**config.mk**
```make
export PLATFORM = sky130hd
export DESIGN_NAME = datapoint_frame_status_decoder
export DESIGN_NICKNAME = d
export VERILOG_FILES = /design/src/hw/rtl/dfsd_pkg.sv /design/src/hw/rtl/dfsd_front.sv /design/src/hw/rtl/dfsd_cmd_fifo.sv /design/src/hw/rtl/dfsd_back.sv /design/src/hw/rtl/datapoint_frame_status_decoder.sv
export VERILOG_INCLUDE_DIRS = /design/src /design/src/hw/rtl
export SDC_FILE = /design/constraint.sdc
export NUM_CORES = 1
export LEC_CHECK = 0
export BUFFER_PORTS_ARGS = -buffer_cell sky130_fd_sc_hd__buf_2
export CORE_MARGIN = 3
export CORE_UTILIZATION = 63
export CTS_CLUSTER_SIZE = 14
export DETAILED_ROUTE_END_ITERATION = 7
export GPL_TIMING_DRIVEN = 0
export HOLD_SLACK_MARGIN = 0.03
export PLACE_DENSITY = 0.82
export SLEW_MARGIN = 20
export SYNTH_ARGS = -nofsm -noshare
export SYNTH_HDL_FRONTEND = slang
export SYNTH_SLANG_ARGS = --single-unit
```
**constraint.sdc**
```tcl
create_clock -name clk -period 20.5 [get_ports clk]
set_input_delay 4.1 -clock clk [delete_from_list [all_inputs] [get_ports clk]]
set_output_delay 4.1 -clock clk [all_outputs]
set_load 0.05 [all_outputs]
```
**src/hw/rtl/datapoint_frame_status_decoder_macros.svh**
```systemverilog
// ----------------------------------------------------------------------------
// datapoint frame status decoder assertion macros
// concurrent check helpers, clocked on clk and disabled while arst_n is low
// ----------------------------------------------------------------------------
`ifndef DATAPOINT_FRAME_STATUS_DECODER_MACROS_SVH
`define DATAPOINT_FRAME_STATUS_DECODER_MACROS_SVH

`ifndef SYNTHESIS

// property that must hold at every clock edge out of reset
`define DFSD_ASSERT(lbl, prop, msg) \
	lbl: assert property (@(posedge clk) disable iff (!arst_n) prop) else $error(msg);

// condition that must never be seen
`define DFSD_NEVER(lbl, cond, msg) \
	`DFSD_ASSERT(lbl, !(cond), msg)

`else

`define DFSD_ASSERT(lbl, prop, msg)
`define DFSD_NEVER(lbl, cond, msg)

`endif

`endif

```
**src/hw/rtl/dfsd_pkg.sv**
```systemverilog
// ----------------------------------------------------------------------------
// dfsd_pkg
// shared types for the datapoint frame status decoder: record commands
// passed from the frame parser to the status register bank
// ----------------------------------------------------------------------------
`timescale 1ns / 1ps

package dfsd_pkg;

	// status register targeted by a completed record
	typedef enum logic [3:0] {
		K_POWER = 4'd0,
		K_AUTO  = 4'd1,
		K_TIMER = 4'd2,
		K_MIST  = 4'd3,
		K_WARM  = 4'd4,
		K_GOAL  = 4'd5,
		K_SLEEP = 4'd6,
		K_TEMP  = 4'd7,
		K_HUM   = 4'd8
	} kind_t;

	// one validated record: target, new value, datapoint id
	typedef struct packed {
		kind_t       kind;
		logic [31:0] value;
		logic [7:0]  id;
	} cmd_t;

	// queue status seen by the register bank and the input handshake
	typedef struct packed {
		logic full;
		logic nonempty;
	} q_stat_t;

	// result payload: 100 bits of fields padded to whole bytes
	localparam int unsigned OUT_W = 104;

endpackage

```
**src/hw/rtl/dfsd_front.sv**
```systemverilog
// ----------------------------------------------------------------------------
// dfsd_front
// frame parser: hunts the header, walks the frame and datapoint records and
// turns every record that passes its id check into a register command
// ----------------------------------------------------------------------------
`timescale 1ns / 1ps

module dfsd_front import dfsd_pkg::*; (
	input  logic       clk,
	input  logic       arst_n,
	input  logic       accept,
	input  logic [7:0] rx_byte,
	output logic       push,
	output cmd_t       push_cmd
);

	localparam logic [7:0] SYNC0    = 8'h55;
	localparam logic [7:0] SYNC1    = 8'hAA;
	localparam logic [7:0] VER_DP   = 8'h03;
	localparam logic [7:0] ID_POWER = 8'h01;
	localparam logic [7:0] ID_AUTO  = 8'h02;
	localparam logic [7:0] ID_TIMER = 8'h13;
	localparam logic [7:0] ID_MIST  = 8'h17;
	localparam logic [7:0] ID_WARM  = 8'h1A;
	localparam logic [7:0] ID_GOAL  = 8'h04;
	localparam logic [7:0] ID_SLEEP = 8'h16;
	localparam logic [7:0] ID_TEMP  = 8'h0A;
	localparam logic [7:0] ID_HUM   = 8'h0E;
	localparam logic [7:0] TY_BOOL  = 8'h01;
	localparam logic [7:0] TY_VALUE = 8'h02;
	localparam logic [7:0] TY_ENUM  = 8'h04;
	localparam logic [7:0] MIST_NONE = 8'hFF;

	typedef enum logic [4:0] {
		F_HUNT    = 5'b00001,
		F_SYNC    = 5'b00010,
		F_HEAD    = 5'b00100,
		F_PAYLOAD = 5'b01000,
		F_CHECK   = 5'b10000
	} frame_st_t;

	typedef enum logic [4:0] {
		R_ID    = 5'b00001,
		R_TYPE  = 5'b00010,
		R_LENH  = 5'b00100,
		R_LENL  = 5'b01000,
		R_VALUE = 5'b10000
	} rec_st_t;

	frame_st_t   frame_q;
	rec_st_t     rec_q;
	logic [1:0]  hidx_q;
	logic        ver_dp_q;
	logic [15:0] left_q;
	logic        aborted_q;
	logic [7:0]  id_q;
	logic [7:0]  type_q;
	logic [7:0]  len_hi_q;
	logic        len_one_q;
	logic        len_four_q;
	logic [15:0] rem_q;
	logic        first_pend_q;
	logic [7:0]  first_q;
	logic [31:0] accum_q;

	logic [15:0] rec_len;
	logic [15:0] left_m1;
	logic [31:0] accum_nx;
	logic [7:0]  first_nx;
	logic        parse;
	logic        end_zero;
	logic        end_value;
	logic        cls_valid;
	kind_t       cls_kind;
	logic [31:0] cls_value;
	logic        c_one;
	logic        c_four;
	logic [7:0]  c_first;

	assign rec_len  = {len_hi_q, rx_byte};
	assign left_m1  = left_q - 16'd1;
	assign accum_nx = {accum_q[23:0], rx_byte};
	assign first_nx = first_pend_q ? rx_byte : first_q;
	assign parse    = accept && (frame_q == F_PAYLOAD) && ver_dp_q && !aborted_q;

	// record completion: zero-length record or last value byte
	assign end_zero  = parse && (rec_q == R_LENL) && !(rec_len > left_m1) &&
		(rec_len == 16'd0);
	assign end_value = parse && (rec_q == R_VALUE) && (rem_q == 16'd1);

	// operands of the record check; a zero-length record has no value bytes
	assign c_one   = end_value && len_one_q;
	assign c_four  = end_value && len_four_q;
	assign c_first = end_value ? first_nx : 8'h00;

	// per-id type and length check; power takes any type and length
	always_comb begin
		cls_valid = 1'b0;
		cls_kind  = K_POWER;
		cls_value = 32'd0;
		unique case (id_q)
			ID_POWER: begin
				cls_valid = 1'b1;
				cls_kind  = K_POWER;
				cls_value = {31'd0, c_first != 8'h00};
			end
			ID_AUTO: begin
				cls_valid = (type_q == TY_BOOL) && c_one;
				cls_kind  = K_AUTO;
				cls_value = {31'd0, c_first != 8'h00};
			end
			ID_TIMER: begin
				cls_valid = (type_q == TY_ENUM) && c_one;
				cls_kind  = K_TIMER;
				cls_value = {24'd0, c_first};
			end
			ID_MIST: begin
				cls_valid = (type_q == TY_ENUM) && c_one;
				cls_kind  = K_MIST;
				cls_value = {24'd0, (c_first == MIST_NONE) ? 8'h00 : c_first};
			end
			ID_WARM: begin
				cls_valid = (type_q == TY_BOOL) && c_one;
				cls_kind  = K_WARM;
				cls_value = {31'd0, c_first != 8'h00};
			end
			ID_GOAL: begin
				cls_valid = (type_q == TY_ENUM) && c_one;
				cls_kind  = K_GOAL;
				cls_value = {24'd0, c_first};
			end
			ID_SLEEP: begin
				cls_valid = (type_q == TY_BOOL) && c_one;
				cls_kind  = K_SLEEP;
				cls_value = {31'd0, c_first != 8'h00};
			end
			ID_TEMP: begin
				cls_valid = (type_q == TY_VALUE) && c_four;
				cls_kind  = K_TEMP;
				cls_value = accum_nx;
			end
			ID_HUM: begin
				cls_valid = (type_q == TY_VALUE) && c_four;
				cls_kind  = K_HUM;
				cls_value = accum_nx;
			end
			default: begin
				cls_valid = 1'b0;
			end
		endcase
	end

	assign push           = (end_zero || end_value) && cls_valid;
	assign push_cmd.kind  = cls_kind;
	assign push_cmd.value = cls_value;
	assign push_cmd.id    = id_q;

	// frame level sequencing
	always_ff @(posedge clk or negedge arst_n) begin
		if (!arst_n) begin
			frame_q   <= F_HUNT;
			hidx_q    <= 2'd0;
			ver_dp_q  <= 1'b0;
			left_q    <= 16'd0;
			aborted_q <= 1'b0;
		end else if (accept) begin
			unique case (frame_q)
				F_HUNT: begin
					if (rx_byte == SYNC0) frame_q <= F_SYNC;
				end
				F_SYNC: begin
					if (rx_byte == SYNC1) begin
						frame_q <= F_HEAD;
						hidx_q  <= 2'd0;
					end else if (rx_byte != SYNC0) begin
						frame_q <= F_HUNT;
					end
				end
				F_HEAD: begin
					hidx_q <= hidx_q + 2'd1;
					case (hidx_q)
						2'd0: ver_dp_q <= (rx_byte == VER_DP);
						2'd2: left_q   <= {rx_byte, 8'h00};
						2'd3: begin
							left_q    <= {left_q[15:8], rx_byte};
							aborted_q <= 1'b0;
							frame_q   <= ({left_q[15:8], rx_byte} != 16'd0) ?
								F_PAYLOAD : F_CHECK;
						end
						default: ;
					endcase
				end
				F_PAYLOAD: begin
					left_q <= left_m1;
					if (left_q == 16'd1) frame_q <= F_CHECK;
					if (parse && (rec_q == R_ID) && (left_q < 16'd4)) aborted_q <= 1'b1;
					if (parse && (rec_q == R_LENL) && (rec_len > left_m1)) aborted_q <= 1'b1;
				end
				F_CHECK: begin
					frame_q <= F_HUNT;
				end
				default: begin
					frame_q <= F_HUNT;
				end
			endcase
		end
	end

	// record level sequencing
	always_ff @(posedge clk or negedge arst_n) begin
		if (!arst_n) begin
			rec_q        <= R_ID;
			first_pend_q <= 1'b0;
		end else if (accept && (frame_q == F_HEAD) && (hidx_q == 2'd3)) begin
			rec_q <= R_ID;
		end else if (parse) begin
			unique case (rec_q)
				R_ID: begin
					if (left_q >= 16'd4) rec_q <= R_TYPE;
				end
				R_TYPE: rec_q <= R_LENH;
				R_LENH: rec_q <= R_LENL;
				R_LENL: begin
					first_pend_q <= 1'b1;
					if ((rec_len > left_m1) || (rec_len == 16'd0)) rec_q <= R_ID;
					else rec_q <= R_VALUE;
				end
				R_VALUE: begin
					first_pend_q <= 1'b0;
					if (rem_q == 16'd1) rec_q <= R_ID;
				end
				default: rec_q <= R_ID;
			endcase
		end
	end

	// record fields and value assembly
	always_ff @(posedge clk) begin
		if (parse) begin
			case (rec_q)
				R_ID:   id_q     <= rx_byte;
				R_TYPE: type_q   <= rx_byte;
				R_LENH: len_hi_q <= rx_byte;
				R_LENL: begin
					rem_q      <= rec_len;
					len_one_q  <= (rec_len == 16'd1);
					len_four_q <= (rec_len == 16'd4);
				end
				R_VALUE: begin
					rem_q   <= rem_q - 16'd1;
					accum_q <= accum_nx;
					first_q <= first_nx;
				end
				default: ;
			endcase
		end
	end

endmodule

```
**src/hw/rtl/dfsd_cmd_fifo.sv**
```systemverilog
// ----------------------------------------------------------------------------
// dfsd_cmd_fifo
// short command queue between the frame parser and the register bank,
// head entry visible without a read cycle
// ----------------------------------------------------------------------------
`timescale 1ns / 1ps

`include "datapoint_frame_status_decoder_macros.svh"

module dfsd_cmd_fifo import dfsd_pkg::*; #(
	parameter int unsigned DEPTH = 4
) (
	input  logic    clk,
	input  logic    arst_n,
	input  logic    push,
	input  cmd_t    push_cmd,
	input  logic    pop,
	output cmd_t    head_cmd,
	output q_stat_t stat
);

	localparam int unsigned PTR_W = (DEPTH > 1) ? $clog2(DEPTH) : 1;
	localparam int unsigned CNT_W = $clog2(DEPTH + 1);
	localparam logic [PTR_W-1:0] PTR_LAST = PTR_W'(DEPTH - 1);
	localparam logic [CNT_W-1:0] CNT_FULL = CNT_W'(DEPTH);
	localparam logic [PTR_W-1:0] PTR_ONE  = PTR_W'(1);
	localparam logic [CNT_W-1:0] CNT_ONE  = CNT_W'(1);

	cmd_t             entry_q [DEPTH];
	logic [PTR_W-1:0] wr_ptr_q;
	logic [PTR_W-1:0] rd_ptr_q;
	logic [CNT_W-1:0] count_q;

	assign head_cmd      = entry_q[rd_ptr_q];
	assign stat.full     = (count_q == CNT_FULL);
	assign stat.nonempty = (count_q != '0);

	// entry storage
	always_ff @(posedge clk) begin
		if (push) entry_q[wr_ptr_q] <= push_cmd;
	end

	// pointers and fill count
	always_ff @(posedge clk or negedge arst_n) begin
		if (!arst_n) begin
			wr_ptr_q <= '0;
			rd_ptr_q <= '0;
			count_q  <= '0;
		end else begin
			if (push) wr_ptr_q <= (wr_ptr_q == PTR_LAST) ? '0 : wr_ptr_q + PTR_ONE;
			if (pop)  rd_ptr_q <= (rd_ptr_q == PTR_LAST) ? '0 : rd_ptr_q + PTR_ONE;
			if (push && !pop)      count_q <= count_q + CNT_ONE;
			else if (pop && !push) count_q <= count_q - CNT_ONE;
		end
	end

	`DFSD_ASSERT(a_count_bound, count_q <= CNT_FULL, "queue fill count beyond depth")
	`DFSD_NEVER(a_no_overflow, push && stat.full, "push into a full queue")
	`DFSD_NEVER(a_no_underflow, pop && !stat.nonempty, "pop from an empty queue")

endmodule

```
**src/hw/rtl/dfsd_back.sv**
```systemverilog
// ----------------------------------------------------------------------------
// dfsd_back
// status register bank: applies queued commands and registers a snapshot
// transaction whenever a status value changes
// ----------------------------------------------------------------------------
`timescale 1ns / 1ps

`include "datapoint_frame_status_decoder_macros.svh"

module dfsd_back import dfsd_pkg::*; (
	input  logic             clk,
	input  logic             arst_n,
	input  cmd_t             head_cmd,
	input  q_stat_t          stat,
	output logic             pop,
	output logic             m_axis_tvalid,
	input  logic             m_axis_tready,
	output logic [OUT_W-1:0] m_axis_tdata
);

	logic        power_q;
	logic        auto_q;
	logic        warm_q;
	logic        sleep_q;
	logic [7:0]  timer_q;
	logic [7:0]  mist_q;
	logic [7:0]  goal_q;
	logic [31:0] temp_q;
	logic [31:0] hum_q;
	logic        valid_q;
	logic [OUT_W-1:0] data_q;

	logic        power_nx;
	logic        auto_nx;
	logic        warm_nx;
	logic        sleep_nx;
	logic [7:0]  timer_nx;
	logic [7:0]  mist_nx;
	logic [7:0]  goal_nx;
	logic [31:0] temp_nx;
	logic [31:0] hum_nx;
	logic        changed;

	// output slot free when empty or being taken
	assign pop = stat.nonempty && (!valid_q || m_axis_tready);

	// next register values and change detection
	always_comb begin
		power_nx = power_q;
		auto_nx  = auto_q;
		warm_nx  = warm_q;
		sleep_nx = sleep_q;
		timer_nx = timer_q;
		mist_nx  = mist_q;
		goal_nx  = goal_q;
		temp_nx  = temp_q;
		hum_nx   = hum_q;
		unique case (head_cmd.kind)
			K_POWER: power_nx = head_cmd.value[0];
			K_AUTO:  auto_nx  = head_cmd.value[0];
			K_TIMER: timer_nx = head_cmd.value[7:0];
			K_MIST:  mist_nx  = head_cmd.value[7:0];
			K_WARM:  warm_nx  = head_cmd.value[0];
			K_GOAL:  goal_nx  = head_cmd.value[7:0];
			K_SLEEP: sleep_nx = head_cmd.value[0];
			K_TEMP:  temp_nx  = head_cmd.value;
			K_HUM:   hum_nx   = head_cmd.value;
			default: ;
		endcase
		changed = (power_nx != power_q) || (auto_nx != auto_q) ||
			(warm_nx != warm_q) || (sleep_nx != sleep_q) ||
			(timer_nx != timer_q) || (mist_nx != mist_q) ||
			(goal_nx != goal_q) || (temp_nx != temp_q) || (hum_nx != hum_q);
	end

	// status registers
	always_ff @(posedge clk or negedge arst_n) begin
		if (!arst_n) begin
			power_q <= 1'b0;
			auto_q  <= 1'b0;
			warm_q  <= 1'b0;
			sleep_q <= 1'b0;
			timer_q <= 8'h00;
			mist_q  <= 8'h00;
			goal_q  <= 8'h00;
			temp_q  <= 32'd0;
			hum_q   <= 32'd0;
		end else if (pop) begin
			power_q <= power_nx;
			auto_q  <= auto_nx;
			warm_q  <= warm_nx;
			sleep_q <= sleep_nx;
			timer_q <= timer_nx;
			mist_q  <= mist_nx;
			goal_q  <= goal_nx;
			temp_q  <= temp_nx;
			hum_q   <= hum_nx;
		end
	end

	// output transaction valid
	always_ff @(posedge clk or negedge arst_n) begin
		if (!arst_n) begin
			valid_q <= 1'b0;
		end else if (pop && changed) begin
			valid_q <= 1'b1;
		end else if (m_axis_tready) begin
			valid_q <= 1'b0;
		end
	end

	// snapshot payload
	always_ff @(posedge clk) begin
		if (pop && changed) begin
			data_q <= {4'b0000, head_cmd.id, hum_nx, temp_nx, sleep_nx, goal_nx, warm_nx,
				mist_nx, timer_nx, auto_nx, power_nx};
		end
	end

	assign m_axis_tvalid = valid_q;
	assign m_axis_tdata  = data_q;

	`DFSD_NEVER(a_pop_slot_free, pop && valid_q && !m_axis_tready,
		"command applied while snapshot stalled")
	`DFSD_ASSERT(a_temp_written, (pop && (head_cmd.kind == K_TEMP)) |=>
		(temp_q == $past(head_cmd.value)), "temperature command not applied")
	`DFSD_ASSERT(a_valid_cause, $rose(valid_q) |-> $past(pop),
		"snapshot raised without an applied command")

endmodule

```
**src/hw/rtl/datapoint_frame_status_decoder.sv**
```systemverilog
// A record's command is queued, then registered as a snapshot; a stall holds it queued.
// Throughput: one received byte per cycle, at most one snapshot per byte.
// s_axis_tready drops only while the command queue is full, i.e. the output is stalled.
// The queue depth (QUEUE_DEPTH commands) sets how long a stall the parser can absorb.
// Reset (arst_n low, asynchronous): header hunt restarts, all status values read zero.
// ----------------------------------------------------------------------------
// datapoint_frame_status_decoder
// parses 0x55 0xAA framed serial datapoint traffic and reports status
// snapshots whenever a datapoint changes a status register
// ----------------------------------------------------------------------------
`timescale 1ns / 1ps

module datapoint_frame_status_decoder import dfsd_pkg::*; #(
	parameter int unsigned QUEUE_DEPTH = 4
) (
	input  logic             clk,
	input  logic             arst_n,
	input  logic             s_axis_tvalid,
	output logic             s_axis_tready,
	input  logic [7:0]       s_axis_tdata,  // rx_byte
	output logic             m_axis_tvalid,
	input  logic             m_axis_tready,
	// power_on, auto_on, timer_value[7:0], mist_setting[7:0], warm_on,
	// humidity_goal[7:0], sleep_on, temperature_value[31:0],
	// humidity_value[31:0], changed_point[7:0], zero pad
	output logic [OUT_W-1:0] m_axis_tdata
);

	logic    accept;
	logic    push;
	cmd_t    push_cmd;
	logic    pop;
	cmd_t    head_cmd;
	q_stat_t stat;

	// input transaction taken whenever the queue can hold its command
	assign s_axis_tready = !stat.full;
	assign accept        = s_axis_tvalid && s_axis_tready;

	dfsd_front u_front (
		.clk      (clk),
		.arst_n   (arst_n),
		.accept   (accept),
		.rx_byte  (s_axis_tdata),
		.push     (push),
		.push_cmd (push_cmd)
	);

	dfsd_cmd_fifo #(
		.DEPTH (QUEUE_DEPTH)
	) u_fifo (
		.clk      (clk),
		.arst_n   (arst_n),
		.push     (push),
		.push_cmd (push_cmd),
		.pop      (pop),
		.head_cmd (head_cmd),
		.stat     (stat)
	);

	dfsd_back u_back (
		.clk           (clk),
		.arst_n        (arst_n),
		.head_cmd      (head_cmd),
		.stat          (stat),
		.pop           (pop),
		.m_axis_tvalid (m_axis_tvalid),
		.m_axis_tready (m_axis_tready),
		.m_axis_tdata  (m_axis_tdata)
	);

endmodule

```
# --- Yosys cells after proc, flatten, opt, wreduce, memory -nomap -nowiden ---
# Memories as Yosys holds them, arrays and structs flattened.
# Index checks and enable logic that the tools add are counted.
classes:
  add_sub_neg: 7
  order_cmp: 3
  eq_ne: 63
  muxes: 46
  bitwise_logic: 1
  n_reduce_logical: 72
ops:
  columns: ["op", "n"]
  rows:
  - ["case mux 32 bit (4 select lines)", 1]
  - ["case mux 16 bit (2 select lines)", 3]
  - ["two-way mux 32 bit", 2]
  - ["inequality test 32 bit", 2]
  - ["two-way mux 5 bit", 11]
  - ["equality test 16 x 1 -> 1 bit (second input constant)", 3]
  - ["two-way mux 8 bit", 6]
  - ["equality test 8 x 5 -> 1 bit (second input constant)", 4]
  - ["case mux 4 bit (8 select lines)", 1]
  - ["subtractor 16 x 1 -> 16 bit (second input constant)", 2]
  - ["case mux 5 bit (5 select lines)", 1]
  - ["equality test 8 x 2 -> 1 bit (second input constant)", 3]
  - ["logical AND 1 bit", 24]
  - ["inequality test 8 bit", 3]
  - ["case mux 5 bit (4 select lines)", 1]
  - ["equality test 16 x 3 -> 1 bit (second input constant)", 1]
  - ["equality test 4 x 3 -> 1 bit (second input constant)", 4]
  - ["equality test 8 x 1 -> 1 bit (second input constant)", 2]
  - ["equality test 8 x 3 -> 1 bit (second input constant)", 2]
  - ["equality test 8 x 4 -> 1 bit (second input constant)", 2]
  - ["equality test 8 bit (second input constant)", 2]
  - ["greater-or-equal comparator 16 x 3 -> 1 bit (second input constant)", 1]
  - ["> comparator 16 bit", 1]
  - ["zero test 16 bit", 1]
  - ["43 further kinds", 109]
word_totals:
  regBits: 305
  ramBits: 176
  in_bits: 12
  output_inout_bits: 106
  word_cells: 223
  n_memories: 1
memory_table:
  columns: ["name", "words", "word_bits", "rd", "rd_clocked_by_memory_dff", "write_ports", "line", "rtl"]
  rows:
  - ["u_fifo.entry_q", 4, 44, 1, 0, 1, "dfsd_cmd_fifo.sv:29", "cmd_t entry_q [DEPTH];"]

# --- Logic depth before layout (Yosys ltp) ---
# Gate-level depths: netlist of the first run.
depth:
  ltp_word: 16
  mapped_depth: 21
  mapped_depth_nobuf: 21

# --- Cells and area by module ---
# A second synthesis of the first run with hierarchy kept.
unflattened:
  cells_unflattened: 1678
  area_unflattened_um2: 21614.5
modules_own_cells:
  columns: ["mod", "instances", "cells_each", "area_per_inst_um2", "seq_area_each_um2"]
  rows:
  - ["dfsd_back", 1, 822, 8829.7, 5330.1]
  - ["dfsd_cmd_fifo", 1, 267, 6825.3, 5460.2]
  - ["dfsd_front", 1, 587, 5949.5, 3000.4]
  - ["datapoint_frame_status_decoder", 1, 2, 10.0, 0.0]

# --- Worst setup path before layout of the first run ---
# No wires, ideal clock.
synth_path:
  path_kind: "input to register"
  from: "in m_axis_tready"
  to: "reg u_back.data_q[0], in the netlist u_back.m_axis_tdata[0] (enable)"
  setup_time_ns: 0.591
  arrival_time_ns: 9.701
  t_required_ns: 19.909
  slack_ns: 10.207
  cell_stages: 5
  n_path_buf: 2
  cell_sequence: "nor2b_1 or2_2 clkbuf_1 clkbuf_1 a21oi_1"
synth_between:
  elab_chain_cells: 3
synth_lines:
  columns: ["item", "line", "rtl"]
  rows:
  - ["from (decl)", "datapoint_frame_status_decoder.sv:22", "input logic m_axis_tready,"]
  - ["logical OR 1 bit", "dfsd_back.sv:45", "assign pop = stat.nonempty && (!valid_q || m_axis_tready);"]
  - ["logical AND 1 bit", "dfsd_back.sv:45", null]
  - ["logical AND 1 bit", "dfsd_back.sv:114", "if (pop && changed) begin"]
  - ["to (signal assigned)", "dfsd_back.sv:115", "data_q <= {4'b0000, head_cmd.id, hum_nx, temp_nx, sleep_nx, goal_nx, warm_nx,"]
  - ["to (decl)", "dfsd_back.sv:31", "logic [OUT_W-1:0] data_q;"]
# Every way passes these cells.
# A chain may end at the register's enable or synchronous reset.

# --- Worst setup path in the final report of the first run ---
layout_path:
  from: "in s_axis_tdata[0]"
  to: "reg u_fifo.count_q[1]"
layout_between:
  elab_chain_cells: 9
  elab_cells_between_ends: 12
  cone_classes: "order compare (1); mux (1); reduce/logical (10)"
layout_lines:
  columns: ["item", "line", "rtl"]
  rows:
  - ["from (decl)", "datapoint_frame_status_decoder.sv:20", "input logic [7:0] s_axis_tdata,"]
  - ["> comparator 16 bit", "dfsd_front.sv:87", "assign end_zero = parse && (rec_q == R_LENL) && !(rec_len > left_m1) &&"]
  - ["zero test 1 bit", "dfsd_front.sv:87", null]
  - ["logical AND 1 bit", "dfsd_front.sv:87", null]
  - ["logical AND 1 bit *", "dfsd_front.sv:87", null]
  - ["logical OR 1 bit *", "dfsd_front.sv:153", "assign push = (end_zero || end_value) && cls_valid;"]
  - ["logical AND 1 bit *", "dfsd_front.sv:153", null]
  - ["via push", "datapoint_frame_status_decoder.sv:30", "logic push;"]
  - ["zero test 1 bit", "dfsd_cmd_fifo.sv:53", "else if (pop && !push) count_q <= count_q - CNT_ONE;"]
  - ["logical AND 1 bit", "dfsd_cmd_fifo.sv:53", null]
  - ["nonzero test 2 bit (no line)", null, null]
  - ["to (signal assigned)", "dfsd_cmd_fifo.sv:52", "if (push && !pop) count_q <= count_q + CNT_ONE;"]
  - ["to (signal assigned)", "dfsd_cmd_fifo.sv:53", null]
  - ["to (decl)", "dfsd_cmd_fifo.sv:32", "logic [CNT_W-1:0] count_q;"]
# The timed path passes the listed nets; every way through them passes the cells marked *.

==> results of run 1 <==
==> worst max-delay path, cell delays in order <==
cell and delay [ns]:
buf_2 0.28, inv_1 0.13, ha_1 0.21, nor2b_1 0.10, o211ai_1 0.09, a21o_1 0.16
a21boi_0 0.17, o21ai_0 0.12, a311o_1 0.44, a21oi_2 0.60, inv_1 0.22, ha_1 0.30
inv_1 0.09, fa_1 0.39, mux2_2 0.27
==> cells by family (layout without fill, tap and decap cells) <==
family	Yosys count	count (layout)	synth area share, %
AOI/OAI and AO/OA	304	304	8.85
xor gates and xnor gates	70	70	2.81
adders and majority gates	30	30	1.75
buffers and inverters	125	338	2.41
DFF	481	481	63.1
muxes	210	210	11.6
other	1	4	0.0172
and+or+nand+nor	420	420	9.43
==> report_power, final <==
part	switching, W	total (W)	internal [W]
combinational	0.000284	0.000445	0.000161
sequential	0.0000343	0.00112	0.00109
clock	0.000356	0.000855	0.000499
==> routing by layer <==
layer | wire [um] | up-vias | part of all wire, % | track usage [%]
met5 | 0 | - | 0 | 0
met1 | 21400 | 7250 | 39 | 40.9
met2 | 26500 | 838 | 48 | 49.6
met3 | 4780 | 188 | 8.6 | 5.68
li1 | - | 6525 | - | -
met4 | 2590 | 0 | 4.7 | 13.1
==> stage by stage <==
stage	util (%)	total power, W	cells	worst slack [ns]	hold slack [ns]
global placement	67.9	0.00157	2205	7.65	0.420
floorplan	-	0.00145	1644	10.21	0.417
CTS	73.4	0.00243	2305	12.95	0.442
finish	73.4	0.00242	2305	13.30	0.445
detailed placement	68.9	0.00158	2221	12.38	0.424
global route	73.4	0.00250	2305	13.09	0.455
==> sequential cells by signal (all words and copies together) (netlist names), 8 cells and up <==
signal and cells:
u_back.goal_q 8, u_back.hum_q 32, u_back.m_axis_tdata 100, u_back.mist_q 8, u_back.temp_q 32, u_back.timer_q 8, u_fifo.entry_q 176, u_front.accum_q 24
u_front.first_q 8, u_front.id_q 8, u_front.left_q 16, u_front.len_hi_q 8, u_front.rem_q 16, u_front.type_q 8
==> final timing paths <==
path	from	endpoint	slack, ns	cells past startpoint
hold reg to reg	u_front.accum_q[2]	u_front.accum_q[10]	0.44	0
setup reg to reg	u_front.left_q[4]	u_fifo.count_q[1]	14.75	17
hold / removal	u_front.accum_q[2]	u_front.accum_q[10]	0.44	0
setup / recovery	s_axis_tdata[0]	u_fifo.count_q[1]	13.30	15
max in group asynchronous	arst_n	u_back.temp_q[31]	16.28	2
min in group asynchronous	arst_n	u_back.timer_q[5]	3.44	1
==> synthesized netlist by cell type (8+ instances only) <==
cell      number
a22o_1        10
mux4_2        21
nor4_1        26
o21ai_0      119
a21oi_1       49
mux2i_1       54
nand3_1       11
nand2_1      160
mux2_2       133
nand4_1       12
o21ai_1        8
o22ai_1       15
inv_1         42
a221oi_1       9
nor3_1        30
clkbuf_1      57
xnor2_1       41
dfrtp_1      129
ha_1          29
a21o_1        11
buf_2         17
and2_1        27
a31oi_1       13
nor2_1        76
nand2b_1      13
xor2_1        29
or2_2          8
nor2b_1       13
edfxtp_1     350
==> cell type report <==
type / count / area [sq um] / share of cell area (%)
flip-flops and latches: 481 / 13800 / 55.5
multi-input cells: 1038 / 7610 / 30.6
clock buffers: 65 / 1320 / 5.29
repair buffers: 129 / 862 / 3.47
well taps: 448 / 561 / 2.25
plain buffers: 83 / 369 / 1.48
clock inverters: 19 / 208 / 0.835
inverters: 42 / 158 / 0.634
==> reports/metrics.yaml, run 1 <==
hold_class: "flop to flop"
leakagePower_nw: 9.36
initial_core_util_pct: 64.5
yosys_warnings: 0
clock.fmax_ghz: 0.139
crit_type: "input port to flop"
synth_edf_count: 350
vias: 14800
grt.overflow.total: 0
rows: 67
cts-htree-levels: 2
maxCapViolations: 0
clk_path_buf_depth: 3
antenna_found_initial: 0
drt_first_iter_violations: 1437
grt_first_pass_wirelength_mm: 85.2
synth_area_sq_mm: 0.0219
status: "finished clean"
cts_hold_buf: 0
drt_wl_total_mm: 55.4
drc: 0
clkLatencyLatePin_ns: 0.58
area_growth_pct: 13.8
wl_per_cell_um: 24.0
crit_fanout: 11
vias_per_cell: 6.42
fin_crit_sh_pct: 35.1
first_pass_iters: 6
ir_drop_uv: 72.8
finClkSkew_ns: 0.0220
clk_pin_slew_ns: 0.06
layout_min_cycle_time_ns: 7.20
nets: 1864
cts_tree: "done"
tns_ns: 0
setup_viol: 0
cp.required_ns: 20.97
synthCells: 1641
ys_types: 85
synth_top_area_share_pct: 48.1
grt_usage_pct: 30.6
layout-drive-gt1-share_pct: 21.6
port-buffer-count: 113
drv_slew: 0
grt_max_degree: 77
syn_avg_cell_area_sq_um: 13.3
synth_seq_cells: 481
cts-resized-gates: 0
die_area_sq_mm: 0.0370
ant_nets: 0
coreArea_sq_mm: 0.0339
root_buffer: "clkbuf_16"
seq_area_frac_synth_pct: 63.1
stdcell_area_sq_mm: 0.0249
synthArstFlopShare_pct: 27.2
diodes: 0
post-cts-setup-buffers: 0
placed_area_sq_mm: 0.0233
yosys.area.top_type: "edfxtp_1"
io_pins: 118
layout_common_cells: "edfxtp_1 (350), nand2_1 (160), mux2_2 (133), buf_2 (129), dfrtp_1 (129)"
die_h_um: 192
final_common_cell: "edfxtp_1"
grt_pass1_vias: 14700
cp-end-kind: "flop"
worstMarginPinSlew_ns: 1.14
synthFlopType: "edfxtp_1"
num-fill-cells: 2120
timing_hold_violations_final: 0
die_x_um: 192
clock_sinks: 481
hpwlAfterDp_mm: 39.0
cts_buffers: 47
critPathArrivalTime_ns: 7.67
rsz0062_at_grt: "no"
routabilityCongestion: 0.962
power.density_mw_per_mm2: 97.4
startpoint_type: "input port"
max-slew-margin-rel_pct: 24.1
yosys-top-cells-area: "edfxtp_1 (48%), dfrtp_1 (15%), mux2_2 (6.9%), nand2_1 (2.7%), o21ai_0 (2.7%)"
Note: power is estimated with default switching activity, not from simulation.
==> run 2: changes to the inputs <==
Settings changed: ABC_AREA from default to 1, CORE_UTILIZATION 63 to 56, PLACE_DENSITY 0.82 to 0.77.
Clock period 20.5 ns to 6 ns, I/O delays scaled along.
==> run 2 against run 1 <==
Effect of this change:
- register-to-register slack worse by 14 ns
- clock skew is 0.0025 ns lower
- die area is 16% higher
- flip-flop and latch count stayed put
- combinational power grew to 13 times the previous value
- largest power group is now combinational cells
- highest routed layer unchanged
==> reports/metrics.yaml, run 2 <==
status: "finished clean"
rr_worst_depth: 24
cts_buffers: 48
max-slew-margin-rel_pct: 34.1
drt_wl_total_mm: 59.0
cp-end-kind: "flop"
synth_top_area_share_pct: 46.2
largest_register: "u_fifo.entry_q"
yosys-top-cells-area: "edfxtp_1 (46%), dfrtp_1 (14%), nand2_1 (8.2%), o21ai_0 (5.1%), inv_1 (4.4%)"
drt_first_iter_violations: 2149
drv_slew: 0
grt_first_pass_wirelength_mm: 93.1
rows: 73
routabilityCongestion: 0.936
post-cts-setup-buffers: 0
crit_end: "u_fifo.count_q[2]"
layout_min_cycle_time_ns: 4.97
syn_avg_cell_area_sq_um: 9.54
wl_per_cell_um: 18.9
cts_hold_buf: 0
placed_area_sq_mm: 0.0242
synthArstFlopShare_pct: 27.2
synth_edf_count: 350
vias: 18100
coreArea_sq_mm: 0.0399
yosys_warnings: 0
timing_hold_violations_final: 0
cts_tree: "done"
ant_nets: 0
clock.fmax_ghz: 0.201
port-buffer-count: 113
root_buffer: "clkbuf_16"
yosysMostFrequentCell: "nand2_1"
grt_usage_pct: 26.9
hold_path_depth: 0
first_pass_iters: 6
crit_start: "u_front.left_q[0]"
synth_area_sq_mm: 0.0227
die_x_um: 207
layout-drive-gt1-share_pct: 12.1
finClkSkew_ns: 0.0195
nets: 2601
startpoint_type: "flop"
synthTopCellsByCount: "nand2_1 (498), edfxtp_1 (350), inv_1 (269)"
antenna_found_initial: 0
layout_common_cells: "nand2_1 (498), edfxtp_1 (350), inv_1 (268), nor2_1 (259), o21ai_0 (233)"
finalNonFillerCells: 3124
clk_path_buf_depth: 3
ir_drop_uv: 524
die_area_sq_mm: 0.0430
grt_max_degree: 89
synthCells: 2383
worstMarginPinSlew_ns: 0.986
largest_reg_flops: 176
stdcell_area_sq_mm: 0.0259
p_total_w: 0.0139
critPathArrivalTime_ns: 5.44
leakagePower_nw: 11.0
area_growth_pct: 14.1
clk_pin_slew_ns: 0.06
initial_core_util_pct: 56.9
yosys.area.top_type: "edfxtp_1"
maxCapViolations: 0
hold_class: "flop to flop"
rsz0062_at_grt: "no"
fin_crit_sh_pct: 82.9
crit_fanout: 6
setup_viol: 0
cts-resized-gates: 0
synthFlopType: "edfxtp_1"
timing.rr.start: "u_front.left_q[0]"
final_common_cell: "nand2_1"
clock_sinks: 481
r2r_end: "u_fifo.count_q[2]"
die_h_um: 207
ys_types: 53
clkLatencyLatePin_ns: 0.59
seq_area_frac_synth_pct: 60.7
synth_seq_cells: 481
num-fill-cells: 3011
grt_pass1_vias: 17600
hpwlAfterDp_mm: 41.7
io_pins: 118
cts-htree-levels: 2
vias_per_cell: 5.78
crit_type: "flop to flop"
regArea_sq_mm: 0.0138
power.density_mw_per_mm2: 535
cp.required_ns: 6.47
reg2reg_setup_slack_ns: 1.03
multi_input_area_sq_mm: 0.00735
grt.overflow.total: 0
place_inst: 3034
drc: 0
==> run 2: changes by cell type after synthesis, moves of 33 or more <==
cell / previous run / this run
inv_1: 42 / 269
mux2_2: 133 / 0
mux2i_1: 54 / 0
nand2_1: 160 / 498
nand3_1: 11 / 193
nor2_1: 76 / 263
o21ai_0: 119 / 233
o21ai_1: 8 / 56
o21bai_1: 1 / 34
xnor2_1: 41 / 6
==> run 2: critical path, stage by stage (launching register included) <==
cell and delay [ns]:
dfrtp_1 0.42, inv_1 0.17, ha_1 0.22, nand2_1 0.14
nor4_1 0.61, nand3_1 0.20, nor2_1 0.16, xor2_1 0.19
inv_1 0.07, ha_1 0.31, nand4_1 0.14, a31oi_1 0.06
nor4_1 0.35, nand2_1 0.10, nand2_1 0.18, nand3_1 0.11
nand2_1 0.11, nand2_2 0.18, inv_1 0.11, ha_1 0.15
inv_1 0.07, fa_1 0.43, a21oi_1 0.14, o21ai_0 0.11
xor2_1 0.15
==> run 2: final cells by class <==
type | instances | area share, %
antenna | 1 | 0.00965
buffer | 95 | 2.07
clock buffer | 57 | 4.93
clock inverter | 32 | 1.59
inverter | 290 | 4.22
multi-input combinational | 1520 | 28.4
sequential | 481 | 53.2
tap | 525 | 2.53
timing repair buffer | 123 | 3.12
==> run 2: routing by layer <==
layer / vias up / GRT usage, % / wire [um]
li1: 8366 / - / -
met1: 8531 / 35.1 / 22800
met2: 969 / 45.2 / 28600
met3: 191 / 4.13 / 5240
met4: 0 / 11.9 / 2310
met5: - / 0 / 0
==> run 2: logic make-up (layout without fill, tap and decap cells) <==
group,count (synthesis),after routing,synth area share (%)
AOI/OAI and AO/OA,420,420,10.1
and+or+nand+nor,1046,1046,19.6
buffers and inverters,385,597,7.15
other,1,5,0.0165
xor gates and xnor gates,20,20,0.771
DFF,481,481,60.7
adders and majority gates,30,30,1.68
==> run 2: how the worst min path moves through the flow <==
| stage | from | slack (ns) | to |
|---|---|---|---|
| 2_1_floorplan | u_front.accum_q[2] | 0.43 | u_front.accum_q[10] |
| 3_3_place_gp | u_front.accum_q[15] | 0.43 | u_front.accum_q[23] |
| 6_report | u_front.accum_q[13] | 0.45 | u_front.accum_q[21] |
| 3_5_place_dp | u_front.accum_q[13] | 0.43 | u_front.accum_q[21] |
| 5_1_grt | u_front.accum_q[9] | 0.46 | u_front.accum_q[17] |
| 4_1_cts | u_front.accum_q[13] | 0.45 | u_front.accum_q[21] |
==> run 2: stage by stage <==
step / utilization [%] / hold WS [ns] / setup slack (ns) / setup TNS [ns]
after floorplan: - / 0.426 / 0.738 / 0
after global placement: 60.0 / 0.429 / -1.34 / -233.27
after detailed placement: 60.7 / 0.433 / 1.04 / 0
after CTS: 65.0 / 0.448 / 1.14 / 0
after global routing: 65.0 / 0.462 / 0.577 / 0
final: 65.0 / 0.449 / 1.03 / 0
==> run 2: power breakdown <==
part / switching (W) / internal, W
sequential: 0.000308 / 0.00457
clock: 0.00129 / 0.00192
combinational: 0.00449 / 0.00129
==> run 3: changes to the inputs <==
Settings changed: CORE_UTILIZATION 56 to 62, PLACE_DENSITY 0.77 to 0.81.
Clock period 6 ns to 4.8 ns, I/O delays scaled along.
==> run 3 against run 2 <==
Effect of this change:
- critical path depth grew 2
- count of clock-buffer cells in the layout down 4
- clock power increased by 31%
- combinational power is 25% higher
- sequential power up 25%
- critical path type unchanged
- largest cell class unchanged
==> reports/metrics.yaml, run 3 (synthesis gave the netlist of run 2 again) <==
status: "finished clean"
layout-drive-gt1-share_pct: 12.6
drt_wl_total_mm: 58.2
cp.required_ns: 5.28
setup_viol: 0
tns_ns: 0
first_pass_iters: 6
die_area_sq_mm: 0.0390
finalWorstSetupSlack_ns: 0.340
crit_type: "flop to flop"
largest_register: "u_fifo.entry_q"
grt_pass1_vias: 17600
ant_nets: 0
layout_min_cycle_time_ns: 4.46
cts_buffers: 48
vias_per_cell: 5.96
cts_tree: "done"
timing_hold_violations_final: 0
slowest_stage: "fa_1"
cts_hold_buf: 0
critPathArrivalTime_ns: 4.94
finClkSkew_ns: 0.0169
fin_crit_sh_pct: 92.9
final_common_cell: "nand2_1"
cp_slowest_stage_delay_ns: 0.44
rows: 69
largest_reg_flops: 176
maxCapViolations: 0
crit_fanout: 6
grt_usage_pct: 29.8
leakagePower_nw: 11.1
cp-end-kind: "flop"
place_inst: 2970
ir_drop_uv: 597
coreArea_sq_mm: 0.0358
layout_common_cells: "nand2_1 (496), edfxtp_1 (350), inv_1 (268), nor2_1 (257), o21ai_0 (233)"
power.density_mw_per_mm2: 673
rr_worst_depth: 26
hold_class: "input port to async pin"
die_h_um: 197
clock.fmax_ghz: 0.224
io_pins: 118
diodes: 0
clk_pin_slew_ns: 0.06
clock_sinks: 481
critPathMostFrequentCell: "nand3_1"
wl_per_cell_um: 19.0
clkLatencyLatePin_ns: 0.61
hpwlAfterDp_mm: 40.2
initial_core_util_pct: 63.4
utilization_pct: 72.6
max-slew-margin-rel_pct: 35.6
worstSetupPathDepth: 26
p_total_w: 0.0175
drv_slew: 0
area_growth_pct: 14.5
port-buffer-count: 113
drt_first_iter_violations: 1882
grt_first_pass_wirelength_mm: 91.3
cts-htree-levels: 2
antenna_found_initial: 0
root_buffer: "clkbuf_16"
vias: 18200
grt.overflow.total: 0
grt_max_degree: 88
num-fill-cells: 2439
critPathTopFamily: "simple AND/OR/NAND/NOR gates"
drc: 0
startpoint_type: "flop"
clk_path_buf_depth: 3
finalNonFillerCells: 3058
place_ws_ns: -0.0939
die_x_um: 197
worstMarginPinSlew_ns: 0.963
timing.critical_path.buf_inv: 4
routabilityCongestion: 0.930
nets: 2602
-- run 3: final timing paths --
| kind | startpoint | to | slack, ns |
|---|---|---|---|
| max in group asynchronous | arst_n | u_front.frame_q[2] | 3.66 |
| min in group clk | u_front.accum_q[13] | u_front.accum_q[21] | 0.45 |
| max reg2reg | u_front.left_q[3] | u_fifo.count_q[2] | 0.34 |
| max | u_front.left_q[3] | u_fifo.count_q[2] | 0.34 |
| min | arst_n | u_back.temp_q[12] | 0.25 |
| min reg2reg | u_front.accum_q[13] | u_front.accum_q[21] | 0.45 |
-- run 3: what timing repair did --
item	CTS	global route
setup endpoints to repair	16	86
pin swaps	0	2
buffers inserted	0	1
gates resized for setup	1	10
-- run 3: metal layers --
metal / GRT usage, % / vias to the layer above / part of all wire (%)
met4: 12.9 / 0 / 4.3
li1: - / 8382 / -
met2: 50.2 / 1047 / 48
met3: 5.10 / 185 / 9.1
met5: 0 / - / 0
met1: 38.5 / 8616 / 39
-- run 3: stage by stage --
step	cell area, sq um	hold slack (ns)
detailed placement	24200	0.435
global placement	23900	0.432
global route	26000	0.270
CTS	26000	0.251
finish	26000	0.252
floorplan	22700	0.426
-- run 3: where the power goes --
part,total (W),internal [W],switching (W)
sequential,0.00609,0.00571,0.000377
combinational,0.00720,0.00162,0.00557
clock,0.00422,0.00258,0.00164
total,0.0175,0.00991,0.00759
-- run 3: layout make-up --
| type | count | area (sq um) | area share, % |
|---|---|---|---|
| plain buffers | 95 | 536 | 2.06 |
| clock buffers | 53 | 1240 | 4.77 |
| clock inverters | 34 | 537 | 2.06 |
| inverters | 290 | 1090 | 4.19 |
| multi-input cells | 1520 | 7410 | 28.5 |
| flip-flops and latches | 481 | 13800 | 53.0 |
| well taps | 461 | 577 | 2.22 |
| repair buffers | 124 | 836 | 3.21 |
